$ cat src/sha1md_pkg.sv
// Shared constants and types for the SHA-1 message digest block.
`default_nettype none

package sha1md_pkg;

  typedef logic [31:0] word_t;

  localparam word_t H_INIT [5] = '{
    32'h67452301, 32'hEFCDAB89, 32'h98BADCFE, 32'h10325476, 32'hC3D2E1F0
  };

  localparam word_t K_0 = 32'h5A827999;
  localparam word_t K_1 = 32'h6ED9EBA1;
  localparam word_t K_2 = 32'h8F1BBCDC;
  localparam word_t K_3 = 32'hCA62C1D6;

  localparam logic [7:0] PAD_BYTE = 8'h80;

  localparam logic [6:0] LAST_ROUND  = 7'd79;
  localparam logic [6:0] LAST_ADD    = 7'd4;
  localparam logic [5:0] LAST_POS    = 6'd63;
  localparam logic [5:0] LEN_POS     = 6'd56;
  localparam logic [4:0] LAST_DIGEST = 5'd19;

  function automatic word_t rotl(input word_t v, input int unsigned n);
    rotl = (v << n) | (v >> (32 - n));
  endfunction

endpackage

`default_nettype wire

$ cat src/sha1_message_digest.sv
// SHA-1 message digest: byte-wide message in, 20 digest bytes out.
`default_nettype none

// Takes one message byte per request and returns the SHA-1 digest as 20 bytes,
// most significant first, with digest_last on the final byte. A byte that does
// not complete a 64-byte block is taken without stalling the input. The byte that
// completes a block starts the compression: 80 rounds on the single round adder,
// one per cycle, then a fold of the working words into the chaining words, and
// that request holds the input until the fold is done. A request with
// end_of_message then appends padding one byte per cycle up to the end of the
// block, with one or two further compressions, and presents the digest bytes
// one per cycle as the output side takes them. The input is stalled
// throughout. After the last digest byte the block starts a new message.
module sha1_message_digest (
  input  wire logic       clk,
  input  wire logic       rst,
  input  wire logic       in_valid,
  output logic            in_stall,
  input  wire logic [7:0] data_byte,
  input  wire logic       byte_present,
  input  wire logic       end_of_message,
  output logic            out_valid,
  input  wire logic       out_stall,
  output logic      [7:0] digest_byte,
  output logic            digest_last
);
  import sha1md_pkg::*;

  typedef enum logic [2:0] {
    S_IDLE,
    S_ROUND,
    S_ADD,
    S_PAD,
    S_OUT
  } state_t;

  state_t       state;
  word_t        h     [5];
  word_t        wk    [5];
  word_t        sched [16];
  logic [23:0]  acc;
  logic [5:0]   pos;
  logic [60:0]  count;
  logic [6:0]   rnd;
  logic [4:0]   out_cnt;
  logic         end_pend;
  logic         pad_act;
  logic         first;
  logic         len_ok;

  logic         in_acc;
  logic         put_en;
  logic [7:0]   put_val;
  logic [7:0]   pad_val;
  logic [7:0]   len_val;
  logic [63:0]  bit_len;
  logic [5:0]   len_sh;
  word_t        w_cur;
  word_t        f_val;
  word_t        k_val;
  word_t        t_val;

  assign in_stall    = (state != S_IDLE);
  assign in_acc      = in_valid && !in_stall;
  assign out_valid   = (state == S_OUT);
  assign digest_byte = h[0][31:24];
  assign digest_last = (out_cnt == LAST_DIGEST);

  assign bit_len = {count, 3'b000};
  assign len_sh  = {3'(3'd7 - pos[2:0]), 3'b000};
  assign len_val = 8'(bit_len >> len_sh);

  always_comb begin
    if (first) begin
      pad_val = PAD_BYTE;
    end else if (len_ok && pos >= LEN_POS) begin
      pad_val = len_val;
    end else begin
      pad_val = 8'h00;
    end
  end

  assign put_en  = (in_acc && byte_present) || (state == S_PAD);
  assign put_val = (state == S_PAD) ? pad_val : data_byte;

  always_comb begin
    if (rnd < 7'd16) begin
      w_cur = sched[0];
    end else begin
      w_cur = rotl(sched[13] ^ sched[8] ^ sched[2] ^ sched[0], 1);
    end
    if (rnd < 7'd20) begin
      f_val = (wk[1] & wk[2]) | (~wk[1] & wk[3]);
      k_val = K_0;
    end else if (rnd < 7'd40) begin
      f_val = wk[1] ^ wk[2] ^ wk[3];
      k_val = K_1;
    end else if (rnd < 7'd60) begin
      f_val = (wk[1] & wk[2]) | (wk[1] & wk[3]) | (wk[2] & wk[3]);
      k_val = K_2;
    end else begin
      f_val = wk[1] ^ wk[2] ^ wk[3];
      k_val = K_3;
    end
    t_val = rotl(wk[0], 5) + f_val + wk[4] + k_val + w_cur;
  end

  always_ff @(posedge clk) begin
    if (put_en) begin
      if (pos[1:0] == 2'd3) begin
        for (int i = 0; i < 15; i++) begin
          sched[i] <= sched[i + 1];
        end
        sched[15] <= {acc, put_val};
      end else begin
        acc <= {acc[15:0], put_val};
      end
    end

    if (rst) begin
      state    <= S_IDLE;
      h        <= H_INIT;
      pos      <= '0;
      count    <= '0;
      rnd      <= '0;
      out_cnt  <= '0;
      end_pend <= 1'b0;
      pad_act  <= 1'b0;
      first    <= 1'b0;
      len_ok   <= 1'b0;
    end else begin
      if (put_en) begin
        pos <= pos + 6'd1;
      end
      unique case (state)
        S_IDLE: begin
          if (in_acc) begin
            if (byte_present) begin
              count <= count + 61'd1;
              if (pos == LAST_POS) begin
                state    <= S_ROUND;
                wk       <= h;
                rnd      <= '0;
                end_pend <= end_of_message;
              end else if (end_of_message) begin
                state   <= S_PAD;
                first   <= 1'b1;
                pad_act <= 1'b1;
              end
            end else if (end_of_message) begin
              state   <= S_PAD;
              first   <= 1'b1;
              pad_act <= 1'b1;
            end
          end
        end
        S_ROUND: begin
          for (int i = 0; i < 15; i++) begin
            sched[i] <= sched[i + 1];
          end
          sched[15] <= w_cur;
          wk[4] <= wk[3];
          wk[3] <= wk[2];
          wk[2] <= rotl(wk[1], 30);
          wk[1] <= wk[0];
          wk[0] <= t_val;
          if (rnd == LAST_ROUND) begin
            state <= S_ADD;
            rnd   <= '0;
          end else begin
            rnd <= rnd + 7'd1;
          end
        end
        S_ADD: begin
          for (int i = 0; i < 4; i++) begin
            h[i]  <= h[i + 1];
            wk[i] <= wk[i + 1];
          end
          h[4] <= h[0] + wk[0];
          if (rnd == LAST_ADD) begin
            rnd <= '0;
            if (pad_act) begin
              if (len_ok) begin
                state   <= S_OUT;
                out_cnt <= '0;
              end else begin
                state  <= S_PAD;
                len_ok <= 1'b1;
              end
            end else if (end_pend) begin
              state    <= S_PAD;
              first    <= 1'b1;
              pad_act  <= 1'b1;
              end_pend <= 1'b0;
            end else begin
              state <= S_IDLE;
            end
          end else begin
            rnd <= rnd + 7'd1;
          end
        end
        S_PAD: begin
          first <= 1'b0;
          if (first) begin
            len_ok <= (pos < LEN_POS);
          end
          if (pos == LAST_POS) begin
            state <= S_ROUND;
            wk    <= h;
            rnd   <= '0;
          end
        end
        S_OUT: begin
          if (!out_stall) begin
            if (out_cnt == LAST_DIGEST) begin
              state   <= S_IDLE;
              h       <= H_INIT;
              count   <= '0;
              pos     <= '0;
              pad_act <= 1'b0;
              len_ok  <= 1'b0;
              out_cnt <= '0;
            end else begin
              for (int i = 0; i < 4; i++) begin
                h[i] <= {h[i][23:0], h[i + 1][31:24]};
              end
              h[4]    <= {h[4][23:0], 8'h00};
              out_cnt <= out_cnt + 5'd1;
            end
          end
        end
        default: begin
          state <= S_IDLE;
        end
      endcase
    end
  end

endmodule

`default_nettype wire
$ cat config.mk
export PLATFORM = sky130hd
export DESIGN_NAME = sha1_message_digest
export DESIGN_NICKNAME = d
export VERILOG_FILES = /design/src/sha1md_pkg.sv /design/src/sha1_message_digest.sv
export SDC_FILE = /design/constraint.sdc
export NUM_CORES = 2
export LEC_CHECK = 0
export BUFFER_PORTS_ARGS = -buffer_cell sky130_fd_sc_hd__clkbuf_2
export CORE_MARGIN = 2
export CORE_UTILIZATION = 51
export DETAILED_ROUTE_END_ITERATION = 10
export PLACE_DENSITY_LB_ADDON = 0.2
export REMOVE_ABC_BUFFERS = 1
export SETUP_SLACK_MARGIN = 0.3
export SKIP_LAST_GASP = 1
export SYNTH_ARGS = -nofsm -noshare
export SYNTH_HDL_FRONTEND = slang
export SYNTH_SLANG_ARGS = --single-unit
$ cat constraint.sdc
create_clock -name clk -period 40.6 [get_ports clk]
set_input_delay 4.06 -clock clk [delete_from_list [all_inputs] [get_ports clk]]
set_output_delay 4.06 -clock clk [all_outputs]
set_load 0.01 [all_outputs]
==> impl_metrics.tcl <==
set metrics [dict create \
    cts.path.max_buffers 3 \
    relSlewSlack_pct 29.4 \
    start_util_pct 51.5 \
    synth_top_area_cell "edfxtp_1" \
    start_kind "input port" \
    cts_num_sinks 942 \
    fmax_mhz 124 \
    grt_pass1_wl_mm 165 \
    num_vias 28300 \
    setup_viol 0 \
    finalMaxSlewViolations 0 \
    boundaryPins 25 \
    yosysMostFrequentCell "edfxtp_1" \
    insertion_delay_ns 0.67 \
    clockRootBuffer "clkbuf_16" \
    core-area_mm2 0.0837 \
    hold_path_class "reg2reg" \
    first_iter_violations 3109 \
    netlist_area_mm2 0.0431 \
    syn_inst 3611 \
    power_mw 4.48 \
    route.detailed.drc 0 \
    yosys_most_used_dff "edfxtp_1" \
    synth_edf_count 696 \
    maxCapViolations 0 \
    fillers 6947 \
    r2r_cells 22 \
    ant_nets 0 \
    hold_viol 0 \
    cp.required_ns 40.86 \
    peakVddDrop_mv 0.0650 \
    ys_top_cells_by_area "edfxtp_1, dfxtp_1, fa_1" \
    pwr_density_cell_mw_per_mm2 94.4 \
    fin_crit_sh_pct 19.9 \
    ctsResizeCount 0 \
    grt_max_degree 192 \
    rsz0062_at_grt "no" \
    rows 106 \
    tns_ns 0 \
    dieArea_mm2 0.0869 \
    dp.cells 4603 \
    hpwl_mm 73.7 \
    post_cts_buffers 0 \
    setup_slack_ns 32.51 \
    cts_buffers 97 \
    tritoncts "done" \
    instances_no_fill 4787 \
    hold_path_depth 0 \
    clock_skew_ns 0.0368 \
    port-buffer-count 24 \
    place_congestion 0.957 \
    yosysSeqAreaShare_pct 59.9 \
    clk_pin_slew_worst_paths_ns 0.06 \
    post-route-min-period_ns 8.09 \
    p_leak_nw 17.3 \
    drive_above_1_share_pct 7.56 \
    nNetsFinal 3775 \
    synth_top_area_share_pct 48.5 \
    syn2layout_area_growth_pct 10.2 \
    h-tree-depth 3 \
    die_w_um 295 \
    status "finished, final reports clean" \
    arrival_ns 8.35 \
    grt_use_total_pct 25.2 \
    worst_pin_slew_ns 1.06 \
    grt-ovfl-total 0 \
    vias_per_cell 5.91 \
    yosys-top-cells-count "edfxtp_1, nand2_1, nor2_1" \
    antenna_found_initial 0 \
    grt_pass1_vias 26300 \
    yosysWarnings 0 \
    syn_area_per_cell_um2 11.9 \
    async_flop_share_pct 0 \
    critPathMaxFanout 191 \
    synth.distinct_cells 79 \
    drt-wirelength-per-cell_um 23.0 \
    ctsHoldBuffers 0 \
    wl_mm 110 \
    worst-setup-path-type "in2reg" \
    ys_ff_latch 942 \
    firstDrtPassIters 5 \
    die_height_um 295 \
    post-place-ws_ns 31.88 \
    worst_setup_path_end_kind "flop" \
]
cells in the final DEF (no fill, tap or decap), drive strengths merged, types with 10 or more instances in the layout:
cell / n
a211o: 71
a211oi: 16
a21o: 33
a21oi: 102
a221o: 18
a221oi: 35
a22oi: 122
a31oi: 56
and3: 25
buf: 38
bufinv: 10
clkbuf: 153
clkinv: 37
dfxtp: 246
edfxtp: 696
fa: 121
ha: 72
inv: 198
mux2: 18
mux2i: 55
mux4: 13
nand2: 512
nand2b: 11
nand3: 86
nand4: 27
nor2: 262
nor2b: 16
nor3: 51
o21a: 12
o21ai: 129
o21bai: 10
o221ai: 15
o22ai: 75
or3: 25
xnor2: 140
xor2: 59
flip-flops by register name, indices dropped and copies added, names as in the netlist:
register     flops
acc             24
sched          512
count           61
state            3
first            1
pad_act          1
h              152
out_cnt          5
end_pend         1
wk             160
pos              6
len_ok           1
rnd              7
digest_byte      8
kinds of logic after synthesis:
kind of cell,synth area share (%)
AO/OA/AOI/OAI,11.8
XOR/XNOR,4.04
adder cells (fa/ha/maj),7.71
buffers and inverters,3.62
flip-flops,59.9
multiplexers,2.43
AND/OR/NAND/NOR,10.5
critical path, cell delays in order:
cell and delay, ns:
clkbuf_2 0.13, nand2_1 0.12, o21ai_1 0.41, and2_2 0.22, buf_4 0.46, o21bai_4 0.26, buf_12 0.60, buf_4 0.87
buf_4 0.85
per-layer routing:
layer / GRT usage (%) / share of wire [%]
met1: 37.2 / 44
met2: 37.1 / 44
met3: 4.54 / 8.3
met4: 9.79 / 3.6
met5: 0 / 0
area by class of cell:
cell class | count | area (um2) | area share, %
inverters | 198 | 744 | 1.57
well taps | 1134 | 1420 | 2.99
repair buffers | 61 | 429 | 0.903
clock inverters | 53 | 599 | 1.26
multi-input cells | 2268 | 15800 | 33.3
flip-flops and latches | 942 | 25800 | 54.3
clock buffers | 130 | 2690 | 5.65
diodes | 1 | 2.50 | 0.00527
report_power, final:
part	switching, mW	total, mW	internal [mW]
registers	0.236	1.58	1.34
logic	1.21	2.00	0.788
clock network	0.378	0.910	0.532
stage by stage:
| step | util, % | instance area (um2) | hold slack, ns |
|---|---|---|---|
| after CTS | 56.8 | 47500 | 0.394 |
| after global routing | 56.8 | 47500 | 0.414 |
| final | 56.8 | 47500 | 0.402 |
| after global placement | 52.9 | 44200 | 0.400 |
| after floorplan | - | 42300 | 0.400 |
| after detailed placement | 52.9 | 44200 | 0.405 |
final timing paths:
path / to / startpoint / slack (ns)
worst max-delay path: sched[1][182] / byte_present / 32.51
worst min-delay path: sched[1][20] / sched[1][52] / 0.40
worst max register to register: wk[157] / rnd[4] / 33.14
worst min register to register: sched[1][20] / sched[1][52] / 0.40
No activity file was read; power rests on OpenSTA's default activity.
